## src/sv/mftt_pkg.sv

```systemverilog
// Types and constants of the motor feedback turn tracker.
// Used by every module of the block; has no dependencies.
`default_nettype none

package mftt_pkg;

  // Configuration port geometry.
  localparam int PADDR_W = 4;
  localparam int PDATA_W = 32;
  localparam int SLOT_IDX_W = 6;

  // Register indexes, taken from paddr[3:2].
  localparam logic [1:0] REG_ID_BASE   = 2'd0;
  localparam logic [1:0] REG_WRAP_HIGH = 2'd1;
  localparam logic [1:0] REG_WRAP_LOW  = 2'd2;

  // Register reset values.
  localparam logic [10:0] ID_BASE_RST   = 11'd513;
  localparam logic [15:0] WRAP_HIGH_RST = 16'd7000;
  localparam logic [15:0] WRAP_LOW_RST  = 16'd1000;

  // Bus number that is not a real bus.
  localparam logic [1:0] BUS_NONE = 2'd3;

  typedef struct packed {
    logic [10:0] id_base;
    logic [15:0] wrap_high;
    logic [15:0] wrap_low;
  } cfg_t;

  typedef struct packed {
    logic [1:0]  bus_select;
    logic [10:0] frame_id;
    logic        new_message;
    logic [55:0] frame_data;
  } in_item_t;

  typedef struct packed {
    logic [5:0]         slot_index;
    logic               slot_valid;
    logic [15:0]        encoder_pos;
    logic signed [15:0] rotor_speed;
    logic signed [15:0] motor_current;
    logic [7:0]         temperature;
    logic signed [31:0] turn_count;
  } result_t;

  // One table entry: last encoder value and multi-turn count.
  typedef struct packed {
    logic [15:0] last_enc;
    logic [31:0] turn_acc;
  } entry_t;

  // Read-modify-write traffic towards the table.
  typedef struct packed {
    logic                  rd_en;
    logic [SLOT_IDX_W-1:0] rd_idx;
    logic                  wr_en;
    logic [SLOT_IDX_W-1:0] wr_idx;
    entry_t                wr_data;
  } tbl_req_t;

endpackage

`default_nettype wire

```

## src/sv/mftt_regs.sv

```systemverilog
// APB-style configuration registers of the turn tracker.
// Depends on mftt_pkg.
`default_nettype none

module mftt_regs (
  input  logic                         clk_i,
  input  logic                         rst_ni,
  input  logic                         psel,
  input  logic                         penable,
  input  logic                         pwrite,
  input  logic [mftt_pkg::PADDR_W-1:0] paddr,
  input  logic [mftt_pkg::PDATA_W-1:0] pwdata,
  output logic [mftt_pkg::PDATA_W-1:0] prdata,
  output logic                         pready,
  output mftt_pkg::cfg_t               cfg_o
);
  import mftt_pkg::*;

  cfg_t       cfg_q, cfg_d;
  logic       wr_en;
  logic [1:0] reg_idx;

  assign pready  = 1'b1;
  assign reg_idx = paddr[3:2];
  assign wr_en   = psel && penable && pwrite && pready;

  // Write decode; an address past the last register is ignored.
  always_comb begin
    cfg_d = cfg_q;
    if (wr_en) begin
      unique case (reg_idx)
        REG_ID_BASE:   cfg_d.id_base   = pwdata[10:0];
        REG_WRAP_HIGH: cfg_d.wrap_high = pwdata[15:0];
        REG_WRAP_LOW:  cfg_d.wrap_low  = pwdata[15:0];
        default:       cfg_d = cfg_q;
      endcase
    end
  end

  always_ff @(posedge clk_i or negedge rst_ni) begin
    if (!rst_ni) begin
      cfg_q.id_base   <= ID_BASE_RST;
      cfg_q.wrap_high <= WRAP_HIGH_RST;
      cfg_q.wrap_low  <= WRAP_LOW_RST;
    end else begin
      cfg_q <= cfg_d;
    end
  end

  // Read decode.
  always_comb begin
    unique case (reg_idx)
      REG_ID_BASE:   prdata = {{(PDATA_W-11){1'b0}}, cfg_q.id_base};
      REG_WRAP_HIGH: prdata = {{(PDATA_W-16){1'b0}}, cfg_q.wrap_high};
      REG_WRAP_LOW:  prdata = {{(PDATA_W-16){1'b0}}, cfg_q.wrap_low};
      default:       prdata = '0;
    endcase
  end

  assign cfg_o = cfg_q;

endmodule

`default_nettype wire

```

## src/sv/mftt_slot_calc.sv

```systemverilog
// Slot computation: bus times stride plus identifier minus base, and range check.
// Depends on mftt_pkg.
`default_nettype none

module mftt_slot_calc #(
  parameter int MOTOR_SLOTS = 33,
  parameter int BUS_STRIDE  = 11,
  parameter int SLOT_W      = 13
) (
  input  logic [1:0]               bus_select_i,
  input  logic [10:0]              frame_id_i,
  input  logic [10:0]              id_base_i,
  output logic signed [SLOT_W-1:0] slot_o,
  output logic                     in_range_o
);
  import mftt_pkg::*;

  logic signed [SLOT_W-1:0] bus_off;
  logic signed [SLOT_W-1:0] id_ext;
  logic signed [SLOT_W-1:0] base_ext;

  // Small constant product, then one add and one subtract.
  assign bus_off  = $signed(SLOT_W'(bus_select_i)) * $signed(SLOT_W'(BUS_STRIDE));
  assign id_ext   = $signed(SLOT_W'(frame_id_i));
  assign base_ext = $signed(SLOT_W'(id_base_i));
  assign slot_o   = bus_off + id_ext - base_ext;

  // Inside the table only for a real bus and 0 <= slot < MOTOR_SLOTS.
  assign in_range_o = (bus_select_i != BUS_NONE) && !slot_o[SLOT_W-1] &&
                      ($unsigned(slot_o) < SLOT_W'(MOTOR_SLOTS));

endmodule

`default_nettype wire

```

## src/sv/mftt_track_mem.sv

```systemverilog
// Per-slot table of last encoder value and turn count, with a registered read port.
// Depends on mftt_pkg.
`default_nettype none

module mftt_track_mem #(
  parameter int MOTOR_SLOTS = 33
) (
  input  logic               clk_i,
  input  logic               rst_ni,
  input  mftt_pkg::tbl_req_t req_i,
  output mftt_pkg::entry_t   rd_data_o
);
  import mftt_pkg::*;

  localparam int IdxW = (MOTOR_SLOTS > 1) ? $clog2(MOTOR_SLOTS) : 1;

  entry_t                 mem [MOTOR_SLOTS];
  entry_t                 rd_q;
  logic [MOTOR_SLOTS-1:0] vld_q;
  logic                   rd_vld_q;
  logic [IdxW-1:0]        rd_idx;
  logic [IdxW-1:0]        wr_idx;

  assign rd_idx = req_i.rd_idx[IdxW-1:0];
  assign wr_idx = req_i.wr_idx[IdxW-1:0];

  // Storage array: write port and registered read port.
  always_ff @(posedge clk_i) begin
    if (req_i.wr_en) begin
      mem[wr_idx] <= req_i.wr_data;
    end
    if (req_i.rd_en) begin
      rd_q <= mem[rd_idx];
    end
  end

  // Valid bits stand for the all-zero reset contents.
  always_ff @(posedge clk_i or negedge rst_ni) begin
    if (!rst_ni) begin
      vld_q    <= '0;
      rd_vld_q <= 1'b0;
    end else begin
      if (req_i.wr_en) begin
        vld_q[wr_idx] <= 1'b1;
      end
      if (req_i.rd_en) begin
        rd_vld_q <= vld_q[rd_idx];
      end
    end
  end

  // An entry never written reads as zero.
  assign rd_data_o = rd_vld_q ? rd_q : '0;

endmodule

`default_nettype wire

```

## src/sv/motor_feedback_turn_tracker_top.sv

```systemverilog
// Top level of the motor feedback turn tracker: control, decode and count update.
// Depends on mftt_pkg, mftt_regs, mftt_slot_calc and mftt_track_mem.
//
//   Channel   Signals                              Transfer when
//   frame     start, busy, item_i                  start && !busy
//   result    result_valid_o, result_o             result_valid_o (one cycle)
//   config    psel, penable, pwrite, paddr, pwdata psel && penable && pwrite
//
// Per frame, the table is read at the accepting edge and the updated entry is
// written back at the next edge, so busy is high for one cycle.
// The result strobe rises at the write-back edge and is taken at the edge after
// it, the earliest next accept. Frames without the new-message flag give no strobe.
// Reset clears state, strobe and table valid bits at once; no clearing pass.
// The receiver cannot stall; results are never held.
`default_nettype none

module motor_feedback_turn_tracker_top #(
  parameter int MOTOR_SLOTS        = 33,
  parameter int ENCODER_FULL_SCALE = 8192,
  parameter int BUS_STRIDE         = 11
) (
  input  logic                         clk_i,
  input  logic                         rst_ni,
  input  logic                         start,
  output logic                         busy,
  input  mftt_pkg::in_item_t           item_i,
  output logic                         result_valid_o,
  output mftt_pkg::result_t            result_o,
  input  logic                         psel,
  input  logic                         penable,
  input  logic                         pwrite,
  input  logic [mftt_pkg::PADDR_W-1:0] paddr,
  input  logic [mftt_pkg::PDATA_W-1:0] pwdata,
  output logic [mftt_pkg::PDATA_W-1:0] prdata,
  output logic                         pready
);
  import mftt_pkg::*;

  localparam int SlotW = $clog2(3 * BUS_STRIDE + 2048) + 1;
  localparam logic ST_IDLE = 1'b0;
  localparam logic ST_UPD  = 1'b1;

  cfg_t                    cfg;
  tbl_req_t                req;
  entry_t                  rd_entry;
  logic signed [SlotW-1:0] slot;
  logic                    in_range;
  logic                    accept;

  logic                    state_q, state_d;
  in_item_t                item_q;
  logic signed [SlotW-1:0] slot_q;
  logic                    in_range_q;
  logic                    res_vld_q, res_vld_d;
  result_t                 res_q, res_d;

  logic [15:0] enc_now;
  logic [31:0] now32, prev32, full32;
  logic [31:0] new_count;
  logic        do_write;

  mftt_regs u_regs (
    .clk_i   (clk_i),
    .rst_ni  (rst_ni),
    .psel    (psel),
    .penable (penable),
    .pwrite  (pwrite),
    .paddr   (paddr),
    .pwdata  (pwdata),
    .prdata  (prdata),
    .pready  (pready),
    .cfg_o   (cfg)
  );

  mftt_slot_calc #(
    .MOTOR_SLOTS (MOTOR_SLOTS),
    .BUS_STRIDE  (BUS_STRIDE),
    .SLOT_W      (SlotW)
  ) u_slot (
    .bus_select_i (item_i.bus_select),
    .frame_id_i   (item_i.frame_id),
    .id_base_i    (cfg.id_base),
    .slot_o       (slot),
    .in_range_o   (in_range)
  );

  mftt_track_mem #(
    .MOTOR_SLOTS (MOTOR_SLOTS)
  ) u_mem (
    .clk_i     (clk_i),
    .rst_ni    (rst_ni),
    .req_i     (req),
    .rd_data_o (rd_entry)
  );

  assign busy   = (state_q == ST_UPD);
  assign accept = start && !busy;

  // Sequencer: accept and read, then update and write back.
  always_comb begin
    state_d = state_q;
    unique case (state_q)
      ST_IDLE: if (accept) state_d = ST_UPD;
      ST_UPD:  state_d = ST_IDLE;
      default: state_d = ST_IDLE;
    endcase
  end

  always_ff @(posedge clk_i or negedge rst_ni) begin
    if (!rst_ni) begin
      state_q   <= ST_IDLE;
      res_vld_q <= 1'b0;
    end else begin
      state_q   <= state_d;
      res_vld_q <= res_vld_d;
    end
  end

  // Frame capture at the accepting edge.
  always_ff @(posedge clk_i) begin
    if (accept) begin
      item_q     <= item_i;
      slot_q     <= slot;
      in_range_q <= in_range;
    end
    res_q <= res_d;
  end

  // Multi-turn update from the entry just read.
  assign enc_now  = item_q.frame_data[55:40];
  assign now32    = {16'd0, enc_now};
  assign prev32   = {16'd0, rd_entry.last_enc};
  assign full32   = 32'(ENCODER_FULL_SCALE);
  assign do_write = busy && item_q.new_message && in_range_q;

  always_comb begin
    if (rd_entry.last_enc > cfg.wrap_high && enc_now < cfg.wrap_low) begin
      new_count = rd_entry.turn_acc + ((full32 - prev32) + now32);
    end else if (rd_entry.last_enc < cfg.wrap_low && enc_now > cfg.wrap_high) begin
      new_count = rd_entry.turn_acc - ((full32 - now32) + prev32);
    end else begin
      new_count = rd_entry.turn_acc + (now32 - prev32);
    end
  end

  // Table traffic. The write lands before the next frame can read, so no
  // forwarding is needed.
  always_comb begin
    req.rd_en            = accept && in_range;
    req.rd_idx           = in_range ? slot[SLOT_IDX_W-1:0] : '0;
    req.wr_en            = do_write;
    req.wr_idx           = slot_q[SLOT_IDX_W-1:0];
    req.wr_data.last_enc = enc_now;
    req.wr_data.turn_acc = new_count;
  end

  // Result formation.
  always_comb begin
    res_vld_d              = busy && item_q.new_message;
    res_d.slot_index       = slot_q[SLOT_IDX_W-1:0];
    res_d.slot_valid       = in_range_q;
    res_d.encoder_pos      = enc_now;
    res_d.rotor_speed      = $signed(item_q.frame_data[39:24]);
    res_d.motor_current    = $signed(item_q.frame_data[23:8]);
    res_d.temperature      = item_q.frame_data[7:0];
    res_d.turn_count       = in_range_q ? $signed(new_count) : '0;
  end

  assign result_valid_o = res_vld_q;
  assign result_o       = res_q;

endmodule

`default_nettype wire

```

## config.mk

```make
export PLATFORM = sky130hd
export DESIGN_NAME = motor_feedback_turn_tracker_top
export DESIGN_NICKNAME = d
export VERILOG_FILES = /design/src/sv/mftt_pkg.sv /design/src/sv/mftt_regs.sv /design/src/sv/mftt_slot_calc.sv /design/src/sv/mftt_track_mem.sv /design/src/sv/motor_feedback_turn_tracker_top.sv
export SDC_FILE = /design/constraint.sdc
export NUM_CORES = 2
export LEC_CHECK = 0
export ABC_AREA = 1
export BUFFER_PORTS_ARGS = -buffer_cell sky130_fd_sc_hd__buf_2
export CAP_MARGIN = 20
export CORE_MARGIN = 2
export CORE_UTILIZATION = 40
export CTS_CLUSTER_DIAMETER = 100
export DETAILED_ROUTE_END_ITERATION = 16
export SYNTH_ARGS = -nofsm -noshare
export SYNTH_HDL_FRONTEND = slang
export SYNTH_SLANG_ARGS = --single-unit
```

## constraint.sdc

```tcl
create_clock -name clk_i -period 7.55 [get_ports clk_i]
set_input_delay 0.3775 -clock clk_i [delete_from_list [all_inputs] [get_ports clk_i]]
set_output_delay 0.3775 -clock clk_i [all_outputs]
set_load 0.01 [all_outputs]
```

-- Word-level counts from Yosys, hierarchy flattened
Memory sizes are Yosys's and may differ from the RTL's. A register that Yosys moved wholly into a read port is not among the register bits.
Cells that the tools add are included.
- add/sub/neg operators: 10
- multipliers: 1
- $lt $le $gt $ge: 8
- eq/ne operators: 3
- muxes and demuxes: 13
- bitwise operators: 2
- reduce and logical (&&, ||, !) cells: 17
- operators by type and width (operator ; count):
    32-bit adder ; 2
    32-bit two-way mux ; 2
    48-bit two-way mux ; 1
    16-bit one-hot mux with 3 select lines ; 1
    17-bit by 17-bit adder with 18-bit output ; 2
    14-bit by 16-bit subtractor with 17-bit output, first input constant ; 2
    33-bit bitwise OR ; 1
    16-bit > comparator ; 2
    16-bit less-than comparator ; 2
    32-bit subtractor ; 1
    16-bit by 16-bit subtractor with 17-bit output ; 1
    6-bit by 7-bit less-than comparator with 1-bit output, second input constant ; 2
    13-bit by 12-bit adder with 13-bit output ; 1
    13-bit by 6-bit less-than comparator with 1-bit output, second input constant ; 1
    13-bit by 12-bit subtractor with 13-bit output ; 1
    1-bit logical AND ; 11
    1-bit binary-select mux with 6-bit select ; 1
    1-bit demux with 6-bit select ; 1
    6-bit by 1-bit >= comparator with 1-bit output, second input constant ; 1
    2-bit by 4-bit multiplier with 6-bit output, second input constant ; 1
    6-bit two-way mux ; 1
    2-bit AND reduction ; 3
    1-bit two-way mux ; 5
    2-bit by 1-bit equality test with 1-bit output, second input constant ; 1
    6 further kinds ; 7
- flip-flop bits (word level): 238
- memory bits (writable): 1584
- output and inout bits: 130
- word-level logic and storage cells: 73
- memories kept: 1
- memories (name ; depth ; bits a word ; rd ports ; clocked after Yosys merged registers in ; write ports ; line ; text):
    u_mem.mem ; 33 ; 48 ; 1 ; 1 ; 1 ; mftt_track_mem.sv:17 ; entry_t mem [MOTOR_SLOTS];

-- Depth between registers and ports, before layout
- depth after elaboration: 9
- depth in mapped cells: 43
- mapped depth without buffers: 42

-- Cells and area by module
A second synthesis with hierarchy kept.
- cell total of the unflattened synthesis: 7359
- area, all modules: 81411.8 um^2
- modules (own cells, without submodules) (module ; instances ; cells each ; area each (um^2)):
    mftt_track_mem ; 1 ; 5365 ; 66448.7
    motor_feedback_turn_tracker_top ; 1 ; 1518 ; 11708.7
    mftt_regs ; 1 ; 277 ; 2130.8
    mftt_slot_calc ; 1 ; 199 ; 1123.6

-- Least setup slack after synthesis
No wires, ideal clock.
- path type: reg2reg
- start point: reg item_q (netlist bit enc_now[1])
- end point: mem u_mem.mem[0][29] (netlist name) (data pin)
- library setup time: 383 ps
- data arrival time: 6232 ps
- data required time: 7167 ps
- slack: 935 ps
- cell stages (with the launch flop): 32
- path through: edfxtp_1 -> inv_1 -> ha_1 -> nand2_1 -> nor4_1 -> nand2_1 -> nor2_1 -> nand2_1 -> nor4_1 -> xor2_1 -> inv_1 -> ha_1 -> a21oi_1 -> o21ai_0 -> a21oi_1 -> xor2_1 -> inv_1 -> o21ai_0 -> inv_1 -> nand2_1 -> nor2_1 -> nand3_1 -> o21bai_1 -> a21boi_0 -> ha_1 -> nand2_1 -> nor4_1 -> nand2_1 -> o21ai_0 -> nand2_1 -> nand2_1 -> xor2_1
- longest elaborated chain between the ends: 5
- RTL lines (what ; line ; text):
    start: declaration ; motor_feedback_turn_tracker_top.sv:51 ; in_item_t item_q;
    start signal: assignment ; motor_feedback_turn_tracker_top.sv:122 ; item_q <= item_i;
    14-bit by 16-bit subtractor with 17-bit output ; motor_feedback_turn_tracker_top.sv:140 ; new_count = rd_entry.turn_acc - ((full32 - now32) + prev32);
    17-bit by 17-bit adder with 18-bit output ; motor_feedback_turn_tracker_top.sv:140 ;
    32-bit subtractor ; motor_feedback_turn_tracker_top.sv:140 ;
    32-bit two-way mux ; motor_feedback_turn_tracker_top.sv:139 ; end else if (rd_entry.last_enc < cfg.wrap_low && enc_now > cfg.wrap_high) begin
    32-bit two-way mux (*) ; motor_feedback_turn_tracker_top.sv:137 ; if (rd_entry.last_enc > cfg.wrap_high && enc_now < cfg.wrap_low) begin
    net new_count[29] ; motor_feedback_turn_tracker_top.sv:59 ; logic [31:0] new_count;
    end: declaration ; mftt_track_mem.sv:17 ;
The timed path passes the listed nets; every way through them passes the cells marked *.

-- Final worst setup path
- start point: reg item_q (netlist bit enc_now[0])
- end point: mem u_mem.mem[26][30] (netlist name) (data pin)
Same word-level chain as after synthesis.

==> results.md <==
* Outcome: finished clean
* Seq cells post-synth at 1870
* Synth area leader: edfxtp_1
* Tcrit/Tclk final at 0.914
* Worst slew pin tran at 1.22 ns
* Synth unique cells at 57
* Clk_lat worst skew at 0.86 ns
* Initial core utilization at 0.402
* Tmin final at 6.90 ns
* Setup ws final at 0.650 ns
* Crit Path Max Fanout at 37
* Max H-tree Level at 4
* Top_reg_cell synth: edfxtp_1
* Die X at 457 um
* FF-to-FF Start: enc_now[0]$_DFFE_PP_
* Worst Skew at 0.0416 ns
* Root Buffer: clkbuf_16
* Synth warn at 0
* Final Hold Fails at 0
* Reg2reg path depth at 38
* Pleak at 36.5 nW
* Share of layout cells above drive strength 1 at 0.131
* Syn avg cell area at 11.1 um2
* Fin nets at 8040
* Vias per inst at 5.54
* DPL Wire Length at 163000 um
* Post-route ant nets at 0
* Reg-to-reg setup timing slack at 0.65 ns
* Sw frac at 0.272
* Slew Viols, Final at 0
* Logic pwr share at 0.135
* Vias at 58.7k
* GR Util All Layers at 0.261
* Drt pass-1 iters at 6
* Async set-reset flop share out of synthesis at 0.0422
* Setup TNS at 0 ns
* Vias in the first global route at 54.9k
* Die height at 457 um
* Core area at 204000 um2
* Gpl congestion at 0.930
* CTS buffer count at 192
* Max-Slew Margin vs Limit at 0.190
* Count of input and output buffers at 206
* Flop pwr share at 0.490
* Die ar. at 209000 um2
* Slowest cell on crit path: fa_1
* # Max-Cap Violations at 0
* Synthesized instance count at 7368
* Int Power at 0.0181 W
* WP data required at 8.08 ns
* Final-layout fill cell count at 18.4k
* Clock buffer depth at 3
* CTS tree: done
* CTS Sinks at 1870
* Post-synth EDFFs at 1696
* RSZ-0062 raised after global routing: false
* CP dominant cell by count: nand2_1
* Psw at 0.00676 W
* Setup CP Type: reg2reg
* Critical Path Max Stage Delay at 0.56 ns
* I/O pin count at 242
* Num rows at 166
* Worst R2R End: u_mem.mem[26][30]$_DFFE_PP_
* Peak supply drop at 245 uV
* Final WL at 279000 um
* Sequential area share after synthesis at 0.669
* Global route overflow at 0
* Initial antenna violation count at 19
* Largest net degree at the start of global routing at 156
* Max Freq at 145 MHz
* Synth top area share at 0.621
* Critical Path End Type: flop
* Clock Power Share at 0.375
* Cell Area, Synth at 82000 um2
* Dpl ws at 0.335 ns
* Synth area leaders: edfxtp_1, nand2_1, nor2_1
* DR iter-0 viols at 7686
* Final setup viols at 0
* Drt drc at 0
* P&R area growth vs syn at 15.0%
* CTS clk-pin slew, worst paths at 0.06 ns
* PD cells at 264 nW/um2
* Startpoint types: flop
* WP data arrival at 7.43 ns
* First-pass GRT wire length at 394000 um
* Drt wl/cell at 26.3 um
* Worst hold path type: in2async
[through the flow]
step	cell area (um2)	instances	utilization	power (W)	hold slack, ns
after global placement	87200	10156	0.427	0.0155	0.324
after detailed placement	87200	10156	0.427	0.0156	0.328
after CTS	94100	10586	0.461	0.0249	0.0238
after global routing	94300	10601	0.462	0.0257	0.0550
after floorplan	82000	7383	-	0.0142	0.0819
final	94300	10602	0.462	0.0249	0.0558
[sequential cells by signal, indices dropped and copies added (netlist names)]
register	cells
u_mem.mem	1584
result_o	95
u_mem.rd_q	48
u_regs.cfg_o	43
item_q	41
u_mem.vld_q	33
enc_now	16
slot_q	6
busy	1
in_range_q	1
result_valid_o	1
u_mem.rd_vld_q	1
[cells by family after synthesis]
group | synth area share
adders and majority gates | 0.0280
buffers and inverters | 0.0541
and+or+nand+nor | 0.156
other | 0.0000916
DFF | 0.669
xor gates and xnor gates | 0.00844
AOI/OAI and AO/OA | 0.0846
[Yosys cell counts, types with 46 or more instances]
cell and number:
o211ai_1 349, ha_1 166, a21oi_1 176, nor2_1 783, o21ai_1 46, nand2_1 1395, nor3_1 110, xor2_1 60
inv_1 718, dfrtp_1 64, nand3_1 393, dfxtp_1 95, or2_2 206, buf_2 189, edfxtp_1 1696, nand4_1 51
o21ai_0 469, clkbuf_1 115, o22ai_1 46
[layer usage]
metal	vias up	global-route usage	wire length, um
met5	-	0	72
met2	3161	0.418	128000
met3	538	0.0476	29500
met4	10	0.0866	10300
met1	28737	0.359	111000
li1	26250	-	-
[area by class of cell]
| cell class | instances | area, um2 | share of cell area |
|---|---|---|---|
| Timing Repair inverter | 2 | 15.0 | 0.000159 |
| Timing Repair Buffer | 525 | 3940 | 0.0418 |
| Antenna cell | 2 | 5.00 | 0.0000531 |
| Multi-Input combinational cell | 4431 | 23300 | 0.247 |
| Clock inverter | 119 | 1110 | 0.0118 |
| Inverter | 729 | 2750 | 0.0292 |
| Tap cell | 2688 | 3360 | 0.0357 |
| Sequential cell | 1870 | 54800 | 0.581 |
| Clock buffer | 236 | 5040 | 0.0535 |
[critical path: cells and delay by family (launching register included)]
kind / cells / cell delay [ns]
AOI/OAI and AO/OA: 4 / 0.66
xor gates and xnor gates: 1 / 0.21
adders and majority gates: 4 / 1.34
buffers and inverters: 7 / 0.96
DFF: 1 / 0.40
and+or+nand+nor: 22 / 2.94
[how the worst max path moves through the flow]
stage	slack [ns]	to	depth (start not counted)	startpoint
after floorplan	0.94	u_mem.mem[0][29]$_DFFE_PP_	31	enc_now[1]$_DFFE_PP_
after global placement	0.33	u_mem.mem[9][23]$_DFFE_PP_	32	enc_now[0]$_DFFE_PP_
after detailed placement	0.33	u_mem.mem[0][23]$_DFFE_PP_	32	enc_now[2]$_DFFE_PP_
after CTS	0.31	u_mem.mem[7][23]$_DFFE_PP_	32	enc_now[2]$_DFFE_PP_
after global routing	0.005	u_mem.mem[26][30]$_DFFE_PP_	38	enc_now[0]$_DFFE_PP_
final	0.65	u_mem.mem[26][30]$_DFFE_PP_	38	enc_now[0]$_DFFE_PP_
[repair_timing]
item	4_1_cts	5_1_grt
gates resized for setup	0	19
hold buffers	75	0
hold endpoints to repair	137	0
setup buffers	0	8
setup endpoints to repair	0	298
[power by group through the flow]
stage / registers, W / clock network (W) / logic (W)
2_1_floorplan: 0.0124 / 0 / 0.00176
3_3_place_gp: 0.0124 / 0 / 0.00314
3_5_place_dp: 0.0124 / 0 / 0.00318
4_1_cts: 0.0122 / 0.00944 / 0.00323
5_1_grt: 0.0122 / 0.00985 / 0.00365
6_report: 0.0122 / 0.00933 / 0.00336
[cells in the final DEF, fill, tap and decap left out, types with 39 or more instances in the layout]
| cell type | instances |
|---|---|
| edfxtp_1 | 1696 |
| o22ai_1 | 46 |
| o21ai_0 | 468 |
| nand4_1 | 51 |
| a21oi_1 | 176 |
| buf_2 | 205 |
| nand3_1 | 393 |
| clkbuf_1 | 39 |
| ha_1 | 165 |
| nor2_1 | 744 |
| dfrtp_1 | 63 |
| inv_1 | 715 |
| xor2_1 | 52 |
| buf_4 | 219 |
| o211ai_1 | 349 |
| dlygate4sd3_1 | 75 |
| clkinv_1 | 54 |
| clkbuf_16 | 194 |
| o21ai_1 | 47 |
| dfxtp_1 | 95 |
| nor2_4 | 46 |
| nand2_1 | 1393 |
| or2_2 | 206 |
| nor3_1 | 106 |
No activity file was read; power rests on OpenSTA's default activity.
